[src/hw/rtl/rle_pkg.sv]
`timescale 1ns / 1ps
// ----------------------------------------------------------------------------
// rle_pkg: shared types and codes for the RANSAC line extractor
// Command and status codes and the interface structs of the divider.
// ----------------------------------------------------------------------------
package rle_pkg;

	localparam logic [1:0] CMD_START = 2'd0;
	localparam logic [1:0] CMD_LOAD  = 2'd1;
	localparam logic [1:0] CMD_TRY   = 2'd2;

	localparam logic [1:0] ST_ACCEPT = 2'd0;
	localparam logic [1:0] ST_FEW    = 2'd1;
	localparam logic [1:0] ST_BAD    = 2'd2;
	localparam logic [1:0] ST_DEGEN  = 2'd3;

	localparam int NORM_EXTRA = 7;
	localparam int CFG_THRESH = 0;
	localparam int CFG_MININL = 1;

	localparam int DIV_W = 72;

	typedef struct packed {
		logic             start;
		logic [DIV_W-1:0] num;
		logic [DIV_W-1:0] den;
	} div_req_t;

	typedef struct packed {
		logic             done;
		logic [DIV_W-1:0] quo;
	} div_rsp_t;

endpackage

[src/hw/rtl/rle_div.sv]
`timescale 1ns / 1ps
// ----------------------------------------------------------------------------
// rle_div: restoring unsigned divider
// Produces one quotient bit per cycle; the square root steps stay in the
// sequencer, this unit does division only.
// ----------------------------------------------------------------------------
module rle_div (
	input  logic             clk,
	input  logic             arst_n,
	input  rle_pkg::div_req_t req,
	output rle_pkg::div_rsp_t rsp
);
	import rle_pkg::*;

	logic [DIV_W-1:0]         rem_q, quo_q, den_q;
	logic [$clog2(DIV_W):0]   cnt_q;
	logic                     busy_q, done_q;
	logic [DIV_W:0]           trial;

	assign trial = {rem_q, quo_q[DIV_W-1]} - {1'b0, den_q};

	always_ff @(posedge clk or negedge arst_n) begin
		if (!arst_n) begin
			busy_q <= 1'b0;
			done_q <= 1'b0;
			cnt_q  <= '0;
		end else begin
			done_q <= 1'b0;
			if (req.start) begin
				busy_q <= 1'b1;
				cnt_q  <= '0;
			end else if (busy_q) begin
				cnt_q <= cnt_q + 1'b1;
				if (cnt_q == ($clog2(DIV_W)+1)'(DIV_W-1)) begin
					busy_q <= 1'b0;
					done_q <= 1'b1;
				end
			end
		end
	end

	always_ff @(posedge clk) begin
		if (req.start) begin
			rem_q <= '0;
			quo_q <= req.num;
			den_q <= req.den;
		end else if (busy_q) begin
			if (!trial[DIV_W]) begin
				rem_q <= trial[DIV_W-1:0];
				quo_q <= {quo_q[DIV_W-2:0], 1'b1};
			end else begin
				rem_q <= {rem_q[DIV_W-2:0], quo_q[DIV_W-1]};
				quo_q <= {quo_q[DIV_W-2:0], 1'b0};
			end
		end
	end

	assign rsp.done = done_q;
	assign rsp.quo  = quo_q;
endmodule

[config.mk]
export PLATFORM = sky130hd
export DESIGN_NAME = rle_div
export DESIGN_NICKNAME = d
export VERILOG_FILES = /design/src/hw/rtl/rle_pkg.sv /design/src/hw/rtl/rle_div.sv
export SDC_FILE = /design/constraint.sdc
export NUM_CORES = 1
export LEC_CHECK = 0
export ABC_CLOCK_PERIOD_IN_PS = 3350
export BUFFER_PORTS_ARGS = -buffer_cell sky130_fd_sc_hd__buf_2
export CORE_ASPECT_RATIO = 0.5
export CORE_MARGIN = 1.5
export CORE_UTILIZATION = 52
export CTS_CLUSTER_SIZE = 30
export DETAILED_ROUTE_END_ITERATION = 8
export GPL_ROUTABILITY_DRIVEN = 1
export GPL_TIMING_DRIVEN = 0
export HOLD_SLACK_MARGIN = 0.05
export MAX_ROUTING_LAYER = met4
export PLACE_DENSITY = 0.85
export SKIP_CTS_REPAIR_TIMING = 1
export SLEW_MARGIN = 20
export SYNTH_ARGS = -nofsm -noshare
export SYNTH_HDL_FRONTEND = slang
export SYNTH_SLANG_ARGS = --single-unit
[constraint.sdc]
create_clock -name clk -period 3.35 [get_ports clk]
set_input_delay 0.67 -clock clk [delete_from_list [all_inputs] [get_ports clk]]
set_output_delay 0.67 -clock clk [all_outputs]
set_load 0.05 [all_outputs]
==> results of run 1 <==
worst reg2reg max path, stage by stage (launching register included):
cell and delay [ns]:
dfxtp_1 0.35, ha_1 0.29, clkbuf_1 0.28, nand3_1 0.32, or3_1 0.39, o21ai_0 0.28
nand3_1 0.26, nand3_1 0.24, nand3_4 0.20, buf_4 0.22, clkbuf_16 0.16, clkbuf_16 0.17
a211oi_2 0.20, nor3_1 0.08
area by class of cell:
class,instances,share of cell area
Tap cell,344,0.02487
Buffer,86,0.03449
Antenna cell,5,0.0007230
Sequential cell,226,0.3477
Multi-Input combinational cell,1012,0.4404
Clock buffer,31,0.03752
Timing Repair Buffer,248,0.09073
Inverter,89,0.01952
Clock inverter,9,0.004049
cell usage in the layout (no fill, tap or decap), types with 8 or more instances in the layout:
cell type    n
xnor2_1     28
clkbuf_1    52
a21oi_2      9
mux2_2      72
a21o_1      38
ha_1        72
inv_1       87
o21bai_1    11
dfxtp_1     71
buf_4       11
o211a_1     11
buf_2      237
o21ai_0     50
buf_12      14
edfxtp_1   144
buf_6        8
dfrtp_1     10
nand3_1     16
nor3_1      45
mux2i_1     15
nor2_4      14
clkbuf_16   36
o211ai_1    18
a211oi_1    15
a21oi_1     77
nor2_1     131
o21a_1      15
xor2_1      32
a211oi_2    33
nand4_1     31
a31oi_1     13
nand2_1     95
or3_1       11
Yosys cell counts (11+ instances only):
master,n,share of area
a211oi_1,49,0.027
a21o_1,38,0.021
a21oi_1,88,0.032
a311oi_1,11,0.0070
a31oi_1,17,0.0078
buf_2,27,0.0099
clkbuf_1,60,0.016
dfxtp_1,72,0.11
edfxtp_1,144,0.32
ha_1,73,0.067
inv_1,88,0.024
mux2_2,74,0.061
mux2i_1,15,0.011
nand2_1,104,0.028
nand3_1,16,0.0058
nand4_1,31,0.014
nor2_1,149,0.041
nor3_1,50,0.018
o211a_1,11,0.0080
o211ai_1,18,0.0099
o21a_1,15,0.0082
o21ai_0,53,0.019
o21bai_1,13,0.0071
or3_1,11,0.0050
xnor2_1,28,0.018
xor2_1,32,0.020
stage by stage:
step           setup WS (ns)  TNS, ns  hold slack [ns]    util
2_1_floorplan       0.004803        0           0.3744       -
3_3_place_gp          -2.693  -263.66           0.4882  0.5971
3_5_place_dp         -0.5873   -55.09           0.4948  0.5994
4_1_cts              -0.6257   -21.88         -0.02507  0.6275
5_1_grt              -0.3439   -15.65           0.2941  0.6774
6_report             -0.2403   -8.488           0.2996  0.6774
power by group through the flow:
| stage | Sequential, mW | Combinational [mW] | Clock, mW |
|---|---|---|---|
| detailed placement | 3.28 | 1.08 | 0 |
| global route | 3.25 | 1.21 | 2.68 |
| finish | 3.23 | 1.14 | 2.55 |
| global placement | 3.28 | 1.06 | 0 |
| floorplan | 3.59 | 0.441 | 0 |
| CTS | 3.23 | 1.09 | 2.57 |
registers in the layout, summed over array words and instances, names as in the netlist:
register and flops:
busy_q 1, cnt_q 8, den_q 72, done_q 1
quo_q 72, rem_q 72
per-layer routing:
layer | wire (µm) | up-vias
met2 | 19270 | 816
met1 | 17850 | 6007
met5 | 0 | -
met3 | 5168 | 174
li1 | - | 5759
met4 | 1906 | 0
logic make-up after synthesis:
group           after synthesis  synth area share
buf+inv                     181           0.05364
xor+xnor                     60           0.03832
flops                       226            0.4386
simple gates                423            0.1455
compound gates              366            0.1841
fa+ha+maj                    74           0.06806
mux                          89           0.07171
worst min path at each step:
stage,from,end,slack [ns],cells after the start
4_1_cts,arst_n,cnt_q[4],-0.03,1
6_report,req[67],den_q[67],0.30,1
3_5_place_dp,rem_q[12],rem_q[12],0.49,2
3_3_place_gp,rem_q[29],rem_q[29],0.49,2
5_1_grt,req[26],den_q[26],0.29,1
2_1_floorplan,arst_n,busy_q,0.37,0
==> flow_metrics.env, run 1 <==
export IMPL_status="complete, but fails checks"
export IMPL_violations="negative setup slack"
export IMPL_nFillCells=1925
export IMPL_p_per_area_nw_per_um2=399.9
export IMPL_die_area_um2=27420
export IMPL_cts_made_buffers=22
export IMPL_clk_latency_ns=0.55
export IMPL_drc=0
export IMPL_fin_crit_ns=3.590
export IMPL_synthesis_nets=1640
export IMPL_r2r_start="rem_q[32]"
export IMPL_timing_fmax_mhz=278.5
export IMPL_track_usage=0.2988
export IMPL_place_inst=1984
export IMPL_finalCritPeriodShare=1.072
export IMPL_max_slew_margin_rel=0.2138
export IMPL_vias=12760
export IMPL_crit_end="rem_q[45]"
export IMPL_drtPass1Iterations=6
export IMPL_combPwrFrac=0.165
export IMPL_slew_viol_final=0
export IMPL_grt_pass1_vias=11460
export IMPL_antenna_found_initial=5
export IMPL_cp_startpoint="rem_q[32]"
export IMPL_hp_class="input pin to flop"
export IMPL_async_flop_share=0.04425
export IMPL_ant_nets=0
export IMPL_r2r_cells=13
export IMPL_reg2reg_to="rem_q[45]"
export IMPL_dp_hpwl_um=29690
export IMPL_use_met1=0.4104
export IMPL_drive_gt1_frac=0.3063
export IMPL_p_leak_nw=7.461
export IMPL_worst_path_stages=13
export IMPL_endpoint_kind="flop"
export IMPL_io_buffers=219
export IMPL_max_cap_violations=0
export IMPL_syn_area_um2=13710
export IMPL_slowest_stage="or3_1"
export IMPL_clkPwrFrac=0.369
export IMPL_rrSetupSlack_ns=-0.24
export IMPL_use_met3=0.07074
export IMPL_cts_sinks=226
export IMPL_path_buf_inv=4
export IMPL_critPathMaxFanout=8
export IMPL_crit_type="flop to flop"
export IMPL_htree_levels=1
export IMPL_fp_coreArea_um2=25550
export IMPL_dieWidth_um=232.7
export IMPL_yosysSeqAreaShare=0.4386
export IMPL_rsz0062_at_grt="yes"
export IMPL_grt_max_degree=60
export IMPL_die_h_um=117.8
export IMPL_power_mw=6.921
export IMPL_hold_viol=0
export IMPL_switching_share=0.2854
export IMPL_ys_seq_elements=226
export IMPL_p_sw_mw=1.975
export IMPL_cts_tree="done"
export IMPL_max_vdd_ir_drop_v=0.0003744
export IMPL_setup_viol=73
export IMPL_synth_area_per_cell_um2=9.665
export IMPL_synth_lib_cells_used_distinct=80
export IMPL_yosysWarnings=0
export IMPL_p_int_mw=4.946
export IMPL_routedWlPerCell_um=21.56
export IMPL_drt_iter0_markers=1343
export IMPL_postSynthCellCount=1419
export IMPL_start_kind="flop"
export IMPL_multi_input_area_um2=7622
export IMPL_globalplace_congestion=0.9776
export IMPL_design_area_um2=17310
export IMPL_worst_slack_ns=-0.2403
export IMPL_synth_edf_count=144
export IMPL_instances_no_fill=2050
export IMPL_tightest_slew_ns=1.179
export IMPL_crit_top_cell="nand3_1"
export IMPL_vias_per_cell=6.222
export IMPL_ys_flop_type="edfxtp_1"
export IMPL_register_area_um2=6017
export IMPL_p_seq_frac=0.466
export IMPL_busiest_layer="met2"
export IMPL_use_met2=0.4455
export IMPL_fin_skew_ns=0.02900
export IMPL_start_util=0.5368
export IMPL_place_area_um2=15310
export IMPL_clockBufferDepth=3
export IMPL_nets=1906
export IMPL_crit_chain="ha_1 -> clkbuf_1 -> nand3_1 -> or3_1 -> o21ai_0 -> nand3_1 -> nand3_1 -> nand3_4 -> buf_4 -> clkbuf_16 -> clkbuf_16 -> a211oi_2 -> nor3_1"
export IMPL_critical_path_top_delay_family="simple AND/OR/NAND/NOR gates"
export IMPL_wl_um=44190
export IMPL_gr_total_overflow=0
export IMPL_required_ns=3.74
export IMPL_ios=220
export IMPL_clk_pin_slew_ns=0.06
export IMPL_area_delta_synth_final_pct=26.19
export IMPL_grt_pass1_wl_um=62380
export IMPL_root_buffer="clkbuf_16"
export IMPL_rows=41
export IMPL_worstPathArrival_ns=3.98
export IMPL_slowest_delay_ns=0.39
Power figures use the tool's default switching activity.
==> run 2: changes to the inputs <==
--- a/config.mk
+++ b/config.mk
@@ -9,14 +9,15 @@
 export BUFFER_PORTS_ARGS = -buffer_cell sky130_fd_sc_hd__buf_2
 export CORE_ASPECT_RATIO = 0.5
 export CORE_MARGIN = 1.5
-export CORE_UTILIZATION = 52
+export CORE_UTILIZATION = 54
+export CTS_BUF_LIST = sky130_fd_sc_hd__clkbuf_8
 export CTS_CLUSTER_SIZE = 30
 export DETAILED_ROUTE_END_ITERATION = 8
 export GPL_ROUTABILITY_DRIVEN = 1
 export GPL_TIMING_DRIVEN = 0
 export HOLD_SLACK_MARGIN = 0.05
 export MAX_ROUTING_LAYER = met4
-export PLACE_DENSITY = 0.85
+export PLACE_DENSITY = 0.88
 export SKIP_CTS_REPAIR_TIMING = 1
 export SLEW_MARGIN = 20
 export SYNTH_ARGS = -nofsm -noshare
==> run 2 against run 1 <==
Net effect:
- via count shrank 2.0%
- critical endpoint is now quo_q[0]
- wire length shrank 4.0%
- the flow still finishes with violations (negative setup slack)
- global-route usage grew 2.1 points
==> flow_metrics.env, run 2 (synthesis results as in run 1) <==
export IMPL_status="complete, but fails checks"
export IMPL_violations="negative setup slack"
export IMPL_hold_path_end="den_q[21]"
export IMPL_worstPathArrival_ns=3.89
export IMPL_r2r_start="quo_q[71]"
export IMPL_gr_total_overflow=0
export IMPL_fin_skew_ns=0.03648
export IMPL_root_buffer="clkbuf_8"
export IMPL_routedWlPerCell_um=20.72
export IMPL_htree_levels=2
export IMPL_worst_slack_ns=-0.2265
export IMPL_rrSetupSlack_ns=-0.23
export IMPL_cts_tree="done"
export IMPL_r2r_cells=13
export IMPL_vias=12500
export IMPL_tightest_slew_ns=0.9886
export IMPL_globalplace_congestion=0.9920
export IMPL_endpoint_kind="flop"
export IMPL_final_common_cell="buf_2"
export IMPL_cts_made_buffers=35
export IMPL_io_buffers=219
export IMPL_dp_slack_ns=-0.6169
export IMPL_crit_type="flop to flop"
export IMPL_p_per_area_nw_per_um2=413.8
export IMPL_required_ns=3.66
export IMPL_grt_pass1_vias=11870
export IMPL_setup_viol=73
export IMPL_fin_crit_ns=3.577
export IMPL_dieWidth_um=228.4
export IMPL_setup_tns_ns=-7.817
export IMPL_ant_nets=0
export IMPL_slew_viol_final=0
export IMPL_drive_gt1_frac=0.2819
export IMPL_rows=40
export IMPL_drtPass1Iterations=5
export IMPL_clockBufferDepth=3
export IMPL_timing_fmax_mhz=279.6
export IMPL_top_regs="den_q x72, quo_q x72, rem_q x72"
export IMPL_holdWs_ns=0.2824
export IMPL_clk_latency_ns=0.57
export IMPL_hold_path_depth=1
export IMPL_p_seq_frac=0.470
export IMPL_drt_iter0_markers=1353
export IMPL_p_int_mw=4.819
export IMPL_hp_class="input pin to flop"
export IMPL_nets=1900
export IMPL_critPathMaxFanout=10
export IMPL_mostFrequentLayoutCells="buf_2 (236), nor2_1 (148), edfxtp_1 (144)"
export IMPL_area_delta_synth_final_pct=21.07
export IMPL_ios=220
export IMPL_clkPwrFrac=0.365
export IMPL_wl_um=42430
export IMPL_grt_max_degree=59
export IMPL_final_core_util=0.6784
export IMPL_antenna_found_initial=4
export IMPL_grt_pass1_wl_um=63950
export IMPL_p_leak_nw=7.200
export IMPL_switching_share=0.2986
export IMPL_reg2reg_to="quo_q[0]"
export IMPL_combPwrFrac=0.165
export IMPL_start_kind="flop"
export IMPL_track_usage=0.3199
export IMPL_clk_pin_slew_ns=0.07
export IMPL_hold_viol=0
export IMPL_max_vdd_ir_drop_v=0.0003454
export IMPL_finalCritPeriodShare=1.068
export IMPL_start_util=0.5604
export IMPL_die_area_um2=26420
export IMPL_dp_hpwl_um=30560
export IMPL_max_cap_violations=0
export IMPL_rsz0062_at_grt="yes"
export IMPL_worstHoldStart="req[21]"
export IMPL_die_h_um=115.7
export IMPL_drc=0
export IMPL_vias_per_cell=6.105
export IMPL_cts_sinks=226
export IMPL_p_sw_mw=2.052
export IMPL_max_slew_margin_rel=0.3409
export IMPL_fp_coreArea_um2=24470
-- run 2: cell count changes in the layout (fill, tap and decap cells not counted), moves of 5 or more --
| cell | previous run | this run |
|---|---|---|
| ha_2 | 0 | 5 |
| nor2_1 | 131 | 148 |
| clkbuf_16 | 36 | 0 |
| inv_1 | 87 | 94 |
| nand2_1 | 95 | 101 |
| clkbuf_8 | 0 | 42 |
| a211oi_1 | 15 | 29 |
| nor2_4 | 14 | 1 |
| a211oi_2 | 33 | 20 |
| ha_1 | 72 | 66 |
| buf_12 | 14 | 3 |
-- run 2: power groups by stage --
stage | registers, mW | clock network (mW) | logic [mW]
6_report | 3.23 | 2.51 | 1.13
5_1_grt | 3.25 | 2.65 | 1.20
4_1_cts | 3.23 | 2.52 | 1.09
3_5_place_dp | 3.29 | 0 | 1.09
3_3_place_gp | 3.28 | 0 | 1.06
2_1_floorplan | 3.59 | 0 | 0.441
-- run 2: worst max-delay path, stage by stage (launching register included) --
cell and delay, ns:
edfxtp_1 0.47, inv_2 0.08, ha_4 0.17, fa_2 0.39, nand2b_4 0.15, a21o_1 0.21
a211o_1 0.37, a21oi_4 0.21, o211ai_1 0.19, nand3_1 0.21, nand3_4 0.16, buf_6 0.22
buf_6 0.18, o21ai_1 0.33
-- run 2: worst max-delay path by stage --
stage | start | endpoint | slack, ns | cells past startpoint
final | quo_q[71] | quo_q[0] | -0.23 | 13
after global placement | req[144] | quo_q[19] | -2.63 | 5
after global routing | quo_q[71] | rem_q[69] | -0.30 | 13
after CTS | quo_q[71] | quo_q[0] | -0.65 | 13
after detailed placement | quo_q[71] | quo_q[0] | -0.62 | 13
after floorplan | quo_q[71] | rem_q[14] | 0.005 | 15
-- run 2: area by class of cell --
cell class                 count  area, µm²
tap                          336      420.4
clock buffer                  42      578.1
buffer                        86      498.0
multi-input combinational   1012       7375
fill                        1915       7870
antenna                        6      15.01
clock inverter                22      152.6
sequential                   226       6018
timing repair buffer         229       1212
inverter                      89      334.1
-- run 2: metrics by stage --
step           instances  power, mW  area (µm²)
2_1_floorplan       1419      4.029       13730
3_3_place_gp        1974      4.337       15240
3_5_place_dp        1976      4.371       15300
4_1_cts             2040      6.843       16030
5_1_grt             2046      7.104       16600
6_report            2048      6.871       16600
-- run 2: metal layers --
layer | up-vias | share of wire | GRT usage
li1 | 5738 | - | -
met1 | 5938 | 0.42 | 0.4172
met2 | 726 | 0.45 | 0.4994
met3 | 101 | 0.11 | 0.08612
met4 | 0 | 0.021 | 0.07770
met5 | - | 0 | -
==> run 3: changes to the inputs <==
--- a/config.mk
+++ b/config.mk
@@ -7,9 +7,11 @@
 export LEC_CHECK = 0
 export ABC_CLOCK_PERIOD_IN_PS = 3350
 export BUFFER_PORTS_ARGS = -buffer_cell sky130_fd_sc_hd__buf_2
+export CELL_PAD_IN_SITES_DETAIL_PLACEMENT = 0
+export CELL_PAD_IN_SITES_GLOBAL_PLACEMENT = 1
 export CORE_ASPECT_RATIO = 0.5
 export CORE_MARGIN = 1.5
-export CORE_UTILIZATION = 54
+export CORE_UTILIZATION = 41
 export CTS_BUF_LIST = sky130_fd_sc_hd__clkbuf_8
 export CTS_CLUSTER_SIZE = 30
 export DETAILED_ROUTE_END_ITERATION = 8
@@ -17,7 +19,7 @@
 export GPL_TIMING_DRIVEN = 0
 export HOLD_SLACK_MARGIN = 0.05
 export MAX_ROUTING_LAYER = met4
-export PLACE_DENSITY = 0.88
+export PLACE_DENSITY_LB_ADDON = 0.15
 export SKIP_CTS_REPAIR_TIMING = 1
 export SLEW_MARGIN = 20
 export SYNTH_ARGS = -nofsm -noshare
==> run 3 against run 2 <==
Net effect:
- sequential cell count is the same
- clock skew fell by 0.013 ns
- largest power group unchanged
- fmax is 0.45% higher
- sequential power is essentially flat
- combinational power about the same
- design area rose by 1.1%
- register-to-register slack gained 0.02 ns
- wire length is 0.21% higher
- worst setup slack gained 0.016 ns
- cell count rose by 5.2%
- the flow finishes with violations (design-rule violations, negative setup slack)
- die area grew 31%
==> flow_metrics.env, run 3 (synthesis results as in run 1) <==
export IMPL_r2r_start="quo_q[71]"
export IMPL_hp_class="input pin to flop"
export IMPL_place_inst=2081
export IMPL_setup_tns_ns=-6.495
export IMPL_grt_pass1_wl_um=65610
export IMPL_routedWlPerCell_um=19.74
export IMPL_max_vdd_ir_drop_v=0.0003743
export IMPL_root_buffer="clkbuf_8"
export IMPL_drt_iter0_markers=1072
export IMPL_status="complete, but fails checks"
export IMPL_worst_slack_ns=-0.2104
export IMPL_ios=220
export IMPL_violations="design-rule violations, negative setup slack"
export IMPL_timing_fmax_mhz=280.9
export IMPL_instances_no_fill=2154
export IMPL_finalCritPeriodShare=1.063
export IMPL_antenna_found_initial=0
export IMPL_clk_pin_slew_ns=0.07
export IMPL_dp_hpwl_um=31500
export IMPL_p_leak_nw=7.282
export IMPL_nets=1905
export IMPL_r2r_cells=13
export IMPL_setup_viol=73
export IMPL_busiest_layer="met2"
export IMPL_cts_made_buffers=37
export IMPL_required_ns=3.84
export IMPL_drive_gt1_frac=0.2802
export IMPL_max_cap_violations=0
export IMPL_globalplace_congestion=0.9050
export IMPL_rows=47
export IMPL_cp_startpoint="quo_q[71]"
export IMPL_worstPathArrival_ns=4.05
export IMPL_grt_max_degree=60
export IMPL_hold_path_end="den_q[42]"
export IMPL_dieWidth_um=261.7
export IMPL_io_buffers=219
export IMPL_die_h_um=132.3
export IMPL_vias=11920
export IMPL_slowest_delay_ns=0.38
export IMPL_use_met3=0.05498
export IMPL_worstHoldStart="req[42]"
export IMPL_crit_type="flop to flop"
export IMPL_start_util=0.4157
export IMPL_fp_coreArea_um2=32990
export IMPL_rsz0062_at_grt="yes"
export IMPL_p_per_area_nw_per_um2=416.0
export IMPL_drtPass1Iterations=7
export IMPL_track_usage=0.2507
export IMPL_cts_sinks=226
export IMPL_endpoint_kind="flop"
export IMPL_clockBufferDepth=3
export IMPL_die_area_um2=34620
export IMPL_top_regs="den_q x72, quo_q x72, rem_q x72"
export IMPL_wl_um=42510
export IMPL_hold_path_depth=1
export IMPL_fin_crit_ns=3.560
export IMPL_slowest_stage="edfxtp_1"
export IMPL_cts_tree="done"
export IMPL_slew_viol_final=0
export IMPL_start_kind="flop"
export IMPL_rrSetupSlack_ns=-0.21
export IMPL_use_met1=0.3604
export IMPL_ant_nets=0
export IMPL_mostFrequentLayoutCells="buf_2 (237), nor2_1 (146), edfxtp_1 (144)"
export IMPL_max_slew_margin_rel=0.3740
export IMPL_gr_total_overflow=0
export IMPL_drc=2
export IMPL_fin_skew_ns=0.02374
export IMPL_tightest_slew_ns=0.9390
export IMPL_clk_latency_ns=0.59
export IMPL_critPathMaxFanout=6
export IMPL_area_delta_synth_final_pct=22.40
export IMPL_use_met2=0.3650
export IMPL_hold_viol=0
export IMPL_vias_per_cell=5.533
export IMPL_final_common_cell="buf_2"
export IMPL_antenna_cells=0
export IMPL_crit_chain="inv_1 -> ha_2 -> fa_2 -> nand2b_4 -> a21o_1 -> a211o_1 -> a21oi_4 -> o211ai_1 -> nand3_1 -> nand3_4 -> or3_1 -> mux2_4 -> a311oi_2"
export IMPL_grt_pass1_vias=11840
export IMPL_reg2reg_to="rem_q[69]"
export IMPL_htree_levels=2
[run 3: cell count changes in the layout (fill, tap and decap cells not counted), moves of 5 or more]
cell,previous run,this run
a211oi_1,29,22
a211oi_2,20,27
buf_12,3,8
diode_2,6,0
ha_1,66,71
inv_1,94,102
[run 3: cell type report]
cell class / instances / area, µm²
multi-input combinational: 1012 / 7348
inverter: 89 / 337.8
buffer: 90 / 555.5
sequential: 226 / 6016
clock buffer: 42 / 578.1
timing repair buffer: 228 / 1201
clock inverter: 26 / 197.7
fill: 3154 / 16200
tap: 441 / 551.8
[run 3: worst max-delay path, delay by kind of cell, from the launching register on]
| family | cells | cell delay (ns) |
|---|---|---|
| fa+ha+maj | 2 | 0.55 |
| buf+inv | 1 | 0.06 |
| compound gates | 5 | 1.27 |
| simple gates | 4 | 0.94 |
| flops | 1 | 0.38 |
| mux | 1 | 0.27 |
[run 3: worst max path at each step]
| stage | end |
|---|---|
| global placement | quo_q[16] |
| floorplan | rem_q[14] |
| finish | rem_q[69] |
| CTS | quo_q[0] |
| global route | rem_q[65] |
| detailed placement | quo_q[0] |
[run 3: per-stage QoR]
| stage | total power, mW | hold slack [ns] | util | worst slack, ns | instance area (µm²) |
|---|---|---|---|---|---|
| floorplan | 4.029 | 0.3744 | - | 0.004803 | 13730 |
| global placement | 4.336 | 0.4918 | 0.4661 | -2.803 | 15380 |
| detailed placement | 4.358 | 0.4929 | 0.4678 | -0.6971 | 15430 |
| CTS | 7.041 | -0.07989 | 0.4913 | -0.7261 | 16210 |
| global route | 7.303 | 0.2284 | 0.5088 | -0.3212 | 16790 |
| finish | 6.983 | 0.2548 | 0.5088 | -0.2104 | 16790 |
[run 3: report_power, final]
part	internal, mW	total [mW]	switching (mW)
Clock	1.39	2.66	1.27
Sequential	3.15	3.22	0.0704
Combinational	0.356	1.10	0.747
[run 3: routing by layer]
layer	up-vias	part of all wire
li1	5743	-
met1	5748	0.48
met2	380	0.43
met3	48	0.078
met4	0	0.013
met5	-	0
